[src/rtl/ipla_pkg.sv]
`timescale 1ns / 1ps

package ipla_pkg;

    // Offsets within the /24 pool.
    localparam logic [7:0]  GATEWAY_OFFSET = 8'd1;
    localparam logic [8:0]  LAST_OFFSET    = 9'd254;

    // Reset value of the subnet base, 10.0.0.0 in host order.
    localparam logic [31:0] BASE_RESET = 32'h0A00_0000;

    // Request codes.
    localparam logic REQ_ALLOCATE = 1'b0;
    localparam logic REQ_RELEASE  = 1'b1;

    // Register word indexes on the configuration port.
    localparam logic REG_POOL_BASE = 1'b0;

    // Input beat.
    typedef struct packed {
        logic        req_type;
        logic [31:0] release_ip;
    } t_in_beat;

    // Output beat.
    typedef struct packed {
        logic        granted;
        logic [31:0] lease_ip;
    } t_out_beat;

    // One table entry as stored in the lease memory.
    typedef struct packed {
        logic       in_use;
        logic [7:0] offset;
    } t_entry;

    // Sequencer states.
    typedef enum logic [1:0] {
        S_IDLE,
        S_SCAN,
        S_TAIL,
        S_EMIT
    } t_state;

endpackage

[src/rtl/ip_lease_pool_allocator.sv]
`timescale 1ns / 1ps

// Channel   Direction  Handshake                Payload
// in        input      i_in_valid / o_in_stall  i_in_beat  (req_type, release_ip)
// out       output     o_out_valid / i_out_stall o_out_beat (granted, lease_ip)
// cfg       input      psel/penable/pwrite      paddr, pwdata -> prdata, pready
//
// Each item is accepted, then the lease memory is walked one entry per cycle
// through its single read port; an allocate may then append a new lease,
// and its result is loaded into the output register.
// A release walks every entry; an allocate stops at the first free entry.
// Reset clears the entry count and sets the highest offset to the gateway offset; the memory is not cleared.
// A stalled output holds its beat while the next request is already accepted.
module ip_lease_pool_allocator
    import ipla_pkg::*;
#(
    parameter int TABLE_DEPTH = 256
) (
    input  logic        i_clk,
    input  logic        i_rst_n,
    input  logic        i_in_valid,
    output logic        o_in_stall,
    input  t_in_beat    i_in_beat,
    output logic        o_out_valid,
    input  logic        i_out_stall,
    output t_out_beat   o_out_beat,
    input  logic        psel,
    input  logic        penable,
    input  logic        pwrite,
    input  logic [2:0]  paddr,
    input  logic [31:0] pwdata,
    output logic [31:0] prdata,
    output logic        pready
);

    localparam int IDX_W = $clog2(TABLE_DEPTH);
    localparam int CNT_W = $clog2(TABLE_DEPTH + 1);

    // Lease memory and its registered read data.
    t_entry              r_mem [TABLE_DEPTH];
    t_entry              r_rd_data;

    // Control and payload registers.
    t_state              r_state, n_state;
    logic [31:0]         r_base;
    t_in_beat            r_req;
    logic [CNT_W-1:0]    r_count, n_count;
    logic [7:0]          r_highest, n_highest;
    logic [CNT_W-1:0]    r_idx, n_idx;
    logic                r_pend, n_pend;
    logic [IDX_W-1:0]    r_pend_idx, n_pend_idx;
    t_out_beat           r_res, n_res;
    logic                r_out_valid;
    t_out_beat           r_out_beat;

    // Memory port controls.
    logic                rd_en;
    logic [IDX_W-1:0]    rd_addr;
    logic                wr_en;
    logic [IDX_W-1:0]    wr_addr;
    t_entry              wr_data;

    // Scan and append decisions.
    logic                in_acc;
    logic [31:0]         entry_ip;
    logic                hit_rel;
    logic                hit_alloc;
    logic                issue;
    logic [8:0]          next_off;
    logic                grant_tail;
    logic                emit_go;
    logic                cfg_wr;

    assign in_acc     = i_in_valid && !o_in_stall;
    assign o_in_stall = (r_state != S_IDLE);

    assign entry_ip  = r_base + {24'd0, r_rd_data.offset};
    assign hit_rel   = (r_state == S_SCAN) && r_pend && (r_req.req_type == REQ_RELEASE)
                       && (entry_ip == r_req.release_ip);
    assign hit_alloc = (r_state == S_SCAN) && r_pend && (r_req.req_type == REQ_ALLOCATE)
                       && !r_rd_data.in_use;
    assign issue     = (r_idx < r_count) && !hit_alloc;

    assign next_off   = {1'b0, r_highest} + 9'd1;
    assign grant_tail = (next_off <= LAST_OFFSET) && (r_count < CNT_W'(TABLE_DEPTH));
    assign emit_go    = !r_out_valid || !i_out_stall;

    // Configuration port.
    assign pready = 1'b1;
    assign cfg_wr = psel && penable && pwrite && pready && (paddr[2] == REG_POOL_BASE);
    assign prdata = (paddr[2] == REG_POOL_BASE) ? r_base : 32'd0;

    // Next state.
    always_comb begin
        n_state = r_state;
        case (r_state)
            S_IDLE: begin
                if (in_acc) begin
                    n_state = S_SCAN;
                end
            end
            S_SCAN: begin
                if (hit_alloc) begin
                    n_state = S_EMIT;
                end else if (!issue) begin
                    n_state = (r_req.req_type == REQ_RELEASE) ? S_IDLE : S_TAIL;
                end
            end
            S_TAIL: begin
                n_state = S_EMIT;
            end
            S_EMIT: begin
                if (emit_go) begin
                    n_state = S_IDLE;
                end
            end
            default: begin
                n_state = S_IDLE;
            end
        endcase
    end

    // Datapath and memory controls.
    always_comb begin
        n_count    = r_count;
        n_highest  = r_highest;
        n_idx      = r_idx;
        n_pend     = 1'b0;
        n_pend_idx = r_pend_idx;
        n_res      = r_res;
        rd_en      = 1'b0;
        rd_addr    = r_idx[IDX_W-1:0];
        wr_en      = 1'b0;
        wr_addr    = r_pend_idx;
        wr_data    = r_rd_data;
        case (r_state)
            S_IDLE: begin
                n_idx = '0;
            end
            S_SCAN: begin
                // Evaluate the entry read last cycle.
                if (hit_rel) begin
                    wr_en          = 1'b1;
                    wr_data.in_use = 1'b0;
                end
                if (hit_alloc) begin
                    wr_en          = 1'b1;
                    wr_data.in_use = 1'b1;
                    n_res.granted  = 1'b1;
                    n_res.lease_ip = entry_ip;
                end
                // Read the next entry in table order.
                if (issue) begin
                    rd_en      = 1'b1;
                    n_pend     = 1'b1;
                    n_pend_idx = r_idx[IDX_W-1:0];
                    n_idx      = r_idx + CNT_W'(1);
                end
            end
            S_TAIL: begin
                // No free entry: append the next offset if room remains.
                if (grant_tail) begin
                    wr_en          = 1'b1;
                    wr_addr        = r_count[IDX_W-1:0];
                    wr_data.in_use = 1'b1;
                    wr_data.offset = next_off[7:0];
                    n_count        = r_count + CNT_W'(1);
                    n_highest      = next_off[7:0];
                    n_res.granted  = 1'b1;
                    n_res.lease_ip = r_base + {23'd0, next_off};
                end else begin
                    n_res.granted  = 1'b0;
                    n_res.lease_ip = 32'd0;
                end
            end
            S_EMIT: begin
            end
            default: begin
            end
        endcase
    end

    // Lease memory: one write port, one registered read port.
    always_ff @(posedge i_clk) begin
        if (wr_en) begin
            r_mem[wr_addr] <= wr_data;
        end
        if (rd_en) begin
            r_rd_data <= r_mem[rd_addr];
        end
    end

    // Control registers.
    always_ff @(posedge i_clk) begin
        if (!i_rst_n) begin
            r_state     <= S_IDLE;
            r_base      <= BASE_RESET;
            r_count     <= '0;
            r_highest   <= GATEWAY_OFFSET;
            r_pend      <= 1'b0;
            r_out_valid <= 1'b0;
        end else begin
            r_state   <= n_state;
            r_count   <= n_count;
            r_highest <= n_highest;
            r_pend    <= n_pend;
            if (cfg_wr) begin
                r_base <= pwdata;
            end
            if (r_state == S_EMIT && emit_go) begin
                r_out_valid <= 1'b1;
            end else if (!i_out_stall) begin
                r_out_valid <= 1'b0;
            end
        end
    end

    // Payload registers.
    always_ff @(posedge i_clk) begin
        r_idx      <= n_idx;
        r_pend_idx <= n_pend_idx;
        r_res      <= n_res;
        if (in_acc) begin
            r_req <= i_in_beat;
        end
        if (r_state == S_EMIT && emit_go) begin
            r_out_beat <= r_res;
        end
    end

    assign o_out_valid = r_out_valid;
    assign o_out_beat  = r_out_beat;

endmodule

[config.mk]
export PLATFORM = sky130hd
export DESIGN_NAME = ip_lease_pool_allocator
export DESIGN_NICKNAME = d
export VERILOG_FILES = /design/src/rtl/ipla_pkg.sv /design/src/rtl/ip_lease_pool_allocator.sv
export SDC_FILE = /design/constraint.sdc
export NUM_CORES = 2
export LEC_CHECK = 0
export BUFFER_PORTS_ARGS = -buffer_cell sky130_fd_sc_hd__buf_2
export CAP_MARGIN = 20
export CORE_ASPECT_RATIO = 0.75
export CORE_MARGIN = 10
export CORE_UTILIZATION = 35
export DETAILED_ROUTE_END_ITERATION = 12
export GPL_TIMING_DRIVEN = 1
export PLACE_DENSITY = 0.53
export SETUP_SLACK_MARGIN = 0.02
export SLEW_MARGIN = 20
export SYNTH_ARGS = -nofsm -noshare
export SYNTH_HDL_FRONTEND = slang
export SYNTH_SLANG_ARGS = --single-unit
[constraint.sdc]
create_clock -name i_clk -period 18.4 [get_ports i_clk]
set_clock_uncertainty 0.1 [all_clocks]
set_input_delay 2.76 -clock i_clk [delete_from_list [all_inputs] [get_ports i_clk]]
set_output_delay 2.76 -clock i_clk [all_outputs]
set_load 0.01 [all_outputs]
**After elaboration in Yosys (flattened, before gate mapping)**

Memories as Yosys holds them, arrays and structs flattened. A register that Yosys moved wholly into a read port is not among the register bits.
Cells that the tools add are included.

- Add/subtract/negate cells: 5
- $lt $le $gt $ge: 3
- Equality and inequality tests: 10
- Muxes and demuxes: 29
- Bitwise gates (word level): 2
- Reduce and logical (&&, ||, !) cells: 27

Operator list:

| cell | count |
|---|---|
| $mux W33 | 2 |
| $pmux W33 S2 | 1 |
| $add A32 B8 Y32 | 1 |
| $add A32 B9 Y32 | 1 |
| $eq A32 B32 Y1 | 1 |
| $mux W32 | 1 |
| $mux W8 | 3 |
| $add A9 B1 Y9 const B | 2 |
| $mux W9 | 2 |
| $pmux W9 S2 | 1 |
| $logic_and A1 B1 Y1 | 12 |
| $mux W1 | 11 |
| $mux W2 | 5 |
| $add A8 B1 Y9 const B | 1 |
| $le A9 B8 Y1 const B | 1 |
| $lt A9 B9 Y1 | 1 |
| $lt A9 B9 Y1 const B | 1 |
| $ne A2 B2 Y1 const B | 4 |
| $pmux W2 S4 | 1 |
| $reduce_and A2 Y1 | 4 |
| $reduce_bool A2 Y1 | 3 |
| $logic_not A1 Y1 | 5 |
| $eq A2 B2 Y1 const B | 2 |
| $pmux W1 S2 | 2 |
| other kinds (7) | 8 |

- Register bits: 169
- Memory bits (writable): 2,304
- Memories kept: 1

Memories:

| name | words | bits a word | rd ports | clocked after memory_dff | write ports | line | text |
|---|---|---|---|---|---|---|---|
| r_mem | 256 | 9 | 1 | 1 | 1 | ip_lease_pool_allocator.sv:40 | `t_entry r_mem [TABLE_DEPTH];` |

**Logic depth before layout (Yosys ltp)**

- Word-level depth: 9
- Mapped depth: 14
- Gate-level depth less buffers: 12

**Worst setup path before layout**

Ideal clock, no wire load.

- Path kind: register to register
- From: register r_highest[0]
- To: memory r_mem[0][8] (netlist bit) (data pin)
- Library setup time: 2.245 ns
- Arrival: 12.928 ns
- Setup slack: 3.127 ns
- Stages on the path, launching flop included: 13
- Buffers on the path: 3
- Clock period less this slack: 15.273 ns
- Cell sequence: dfxtp_1 ha_1 nand3_1 o21ai_0 a211oi_4 a21oi_2 clkbuf_1 nor2_1 buf_2 buf_2 nor2_1 nor2_1 a211oi_1

RTL lines:

| item | line | text |
|---|---|---|
| from (decl) | ip_lease_pool_allocator.sv:48 | `logic [7:0] r_highest, n_highest;` |
| from (signal assigned) | ip_lease_pool_allocator.sv:205 | `r_highest <= n_highest;` |
| to (decl) | ip_lease_pool_allocator.sv:40 |  |

**Worst setup path in the final report**

- From: input port paddr[2]
- To: output port prdata[3]

- Cells in the longest elaborated chain, start to end: 1

RTL lines:

| item | line | text |
|---|---|---|
| from (decl) | ip_lease_pool_allocator.sv:30 | `input logic [2:0] paddr,` |
| $mux W32 | ip_lease_pool_allocator.sv:91 | `assign prdata = (paddr[2] == REG_POOL_BASE) ? r_base : 32'd0;` |
| to (decl) | ip_lease_pool_allocator.sv:32 | `output logic [31:0] prdata,` |

Every way passes these cells.

==> results.py <==
metrics = {
    "run_status": {
        "status": "completed",
    },
    "clock_network": {
        "cts_max_level": 4,
        "clk_path_buf_depth": 4,
        "cts-resized-gates": 0,
        "path_clk_slew_ns": 0.06,
        "clock_latency_ns": 0.89,
        "cts-root-buf": "clkbuf_16",
        "cts_tree": "built",
        "numCtsBuffers": 236,
        "cts_setup_buffers": 0,
        "clock-sinks": 2482,
        "ctsHoldBuffers": 0,
    },
    "power": {
        "ir_drop_mv": 0.112,
        "power_leakage_nw": 34.9,
        "p_total_mw": 16.5,
        "power.density_nw_per_um2": 141,
    },
    "die": {
        "io_pins": 143,
        "rows": 171,
        "initial_core_util": 0.352,
        "die_w_um": 644,
        "design.die.area_um2": 314000,
        "fp.coreArea_um2": 290000,
        "die-height_um": 488,
    },
    "global_routing": {
        "grt_max_degree": 166,
        "grt_pass1_wl_um": 384000,
        "grt-ovfl-total": 0,
        "antenna_found_initial": 23,
        "grt_pass1_vias": 51000,
        "grtUsageTotal": 0.166,
    },
    "synth": {
        "synth_commonest_cells": "edfxtp_1, mux4_2, a2111oi_2, clkbuf_1, nand2_1",
        "async_flop_share": 0,
        "yosysMostFrequentCell": "edfxtp_1",
        "ys.flop_type": "edfxtp_1",
        "netlist_area_um2": 102000,
        "netlist_instances": 4853,
        "synthTopCellsByArea": "edfxtp_1, mux4_2, a2111oi_2, dfxtp_1, clkbuf_1",
        "yosysUniqueCellTypes": 95,
        "syn_nets": 4963,
        "yosys_warnings": 0,
        "post-synth-top-area-cell": "edfxtp_1",
        "syn_area_per_cell_um2": 21.0,
        "synth_seq_area_share": 0.725,
        "synth_seq_cells": 2482,
        "synth_top_area_frac": 0.714,
        "synth-edff-count": 2429,
    },
    "routing": {
        "route.met3.wl_um": 19700,
        "vias_per_cell": 5.57,
        "wl_met1_um": 126000,
        "routed.top_layer": "met5",
        "wl_met2_um": 117000,
        "wire_per_inst_um": 28.9,
        "wirelength_um": 268000,
        "antenna_left": 0,
        "post-route-drc-count": 0,
        "drtPass1Iterations": 7,
        "vias": 51700,
        "first_iter_violations": 6051,
    },
    "sta": {
        "max_freq_mhz": 147,
        "setup_viol": 0,
        "slew_viol_final": 0,
        "max-slew-margin-rel": 0.222,
        "rsz0062_at_grt": "no",
        "fin_setup_tns_ns": 0,
        "finalHoldViolations": 0,
        "fin_crit_sh": 0.371,
        "layout_min_cycle_time_ns": 6.82,
        "fin_ws_ns": 11.58,
        "tightest_slew_ns": 1.17,
    },
    "cells_and_area": {
        "drive_above_1_share": 0.343,
        "final_nets": 5303,
        "syn2layout_area_growth_pct": 14.5,
        "final_util": 0.403,
    },
    "run": {
        "drv_cap": 0,
    },
    "setup_path": {
        "crit_type": "in2out",
        "path_cells": "buf_2 > nor2b_1 > buf_2",
        "crit_path_end_kind": "output pin",
        "arrival_ns": 3.96,
        "crit_family": "simple AND/OR/NAND/NOR gates",
        "cp_slowest_cell": "nor2b_1",
        "r2r_slack_ns": 11.60,
        "reg2reg_depth": 13,
        "crit_top_cell": "buf_2",
        "start_kind": "primary input",
        "critPathMaxStageDelay_ns": 0.62,
        "worst-path-buf-inv": 2,
        "r2r-end": "r_mem[82][1]$_DFFE_PP_",
        "worstPathMaxFanout": 34,
        "r2r-start": "r_rd_data[4]$_DFFE_PP_",
        "worstPathRequired_ns": 15.54,
    },
    "placed_design": {
        "finalWeightedCongestion": 0.862,
        "dp_slack_ns": 11.61,
        "port_buffers": 139,
        "dpl.hpwl_um": 164000,
    },
    "worst_hold_path": {
        "min_path_type": "reg2reg",
        "holdPathStages": 0,
        "worstHoldEndpoint": "o_out_beat[28]$_DFFE_PP_",
        "hold_start": "r_res[28]$_DFFE_PP_",
    },
}
## state kept, by name, summed over array words and instances, names as in the netlist, 8 cells and up, named ones only
register,cells
r_rd_data,9
r_count,9
r_req,33
r_idx,9
r_res,33
o_out_beat,33
r_pend_idx,8
r_mem,2304
r_base,32
r_highest,8
## kinds of logic after synthesis
logic type / Yosys count / synth area share
muxes: 728 / 0.160
AOI/OAI and AO/OA: 601 / 0.0605
DFF: 2482 / 0.725
xor gates and xnor gates: 71 / 0.00622
adders and majority gates: 35 / 0.00444
other: 1 / 0.0000367
buffers and inverters: 408 / 0.0177
and+or+nand+nor: 527 / 0.0268
## worst reg2reg max path, delay by kind of cell, from the launching register on
family          cells  cell delay [ns]
fa+ha+maj           1             0.72
buf+inv             4             1.59
mux                 1             0.42
compound gates      3             2.40
flops               1             0.51
simple gates        4             0.80
## layer usage
metal	up-vias	GRT usage
li1	21500	-
met1	28100	0.261
met2	1756	0.237
met3	359	0.0323
met4	4	0.0348
met5	-	0
## cells in the final DEF, fill, tap and decap left out, types with 18 or more instances in the layout
master     count
edfxtp_1    2429
mux4_2       720
buf_4        318
clkbuf_16    240
a2111oi_2    217
nand2_1      150
buf_2        139
nor2_1        87
a21oi_1       80
a22oi_1       70
clkinv_1      63
nand3_1       62
clkinv_2      57
dfxtp_1       53
xnor2_1       51
nor2b_1       40
a2111oi_4     37
inv_1         35
ha_1          32
o21ai_0       31
nand2b_1      29
nor3_1        27
clkbuf_1      27
xor2_1        19
bufinv_16     19
and2_1        18
o22ai_1       18
## worst max-delay path by stage
stage	from	depth (start not counted)	to	slack, ns
after floorplan	r_highest[0]$_SDFFE_PN1P_	12	r_mem[0][8]$_DFFE_PP_	3.13
after global placement	r_idx[0]$_SDFFCE_PN0P_	11	r_rd_data[8]$_DFFE_PP_	11.61
after detailed placement	r_idx[0]$_SDFFCE_PN0P_	11	r_rd_data[8]$_DFFE_PP_	11.61
after CTS	r_idx[0]$_SDFFCE_PN0P_	11	r_rd_data[8]$_DFFE_PP_	11.56
after global routing	r_idx[0]$_SDFFCE_PN0P_	11	r_rd_data[1]$_DFFE_PP_	11.22
final	paddr[2]	3	prdata[3]	11.58
## stage by stage
step | instances | hold slack (ns) | cell area, um^2
detailed placement | 8843 | 0.306 | 109000
CTS | 9268 | 0.324 | 117000
global route | 9274 | 0.326 | 117000
global placement | 8842 | 0.305 | 109000
finish | 9274 | 0.321 | 117000
floorplan | 4853 | 0.300 | 102000
## layout make-up
type | count | area (um^2)
clock buffer | 267 | 6110
timing repair buffer | 471 | 3390
inverter | 39 | 151
multi-input combinational | 1963 | 27100
tap | 3892 | 4870
sequential | 2482 | 74000
antenna | 2 | 5.00
fill | 25500 | 173000
clock inverter | 158 | 1260
## power breakdown
part	total, mW	switching, mW	internal [mW]	leakage [nW]
Sequential	6.91	0.0618	6.85	22.3
Combinational	4.86	3.11	1.75	8.93
Clock	4.75	2.11	2.64	3.63
Total	16.5	5.29	11.2	34.9
(Power assumes the default switching activity.)
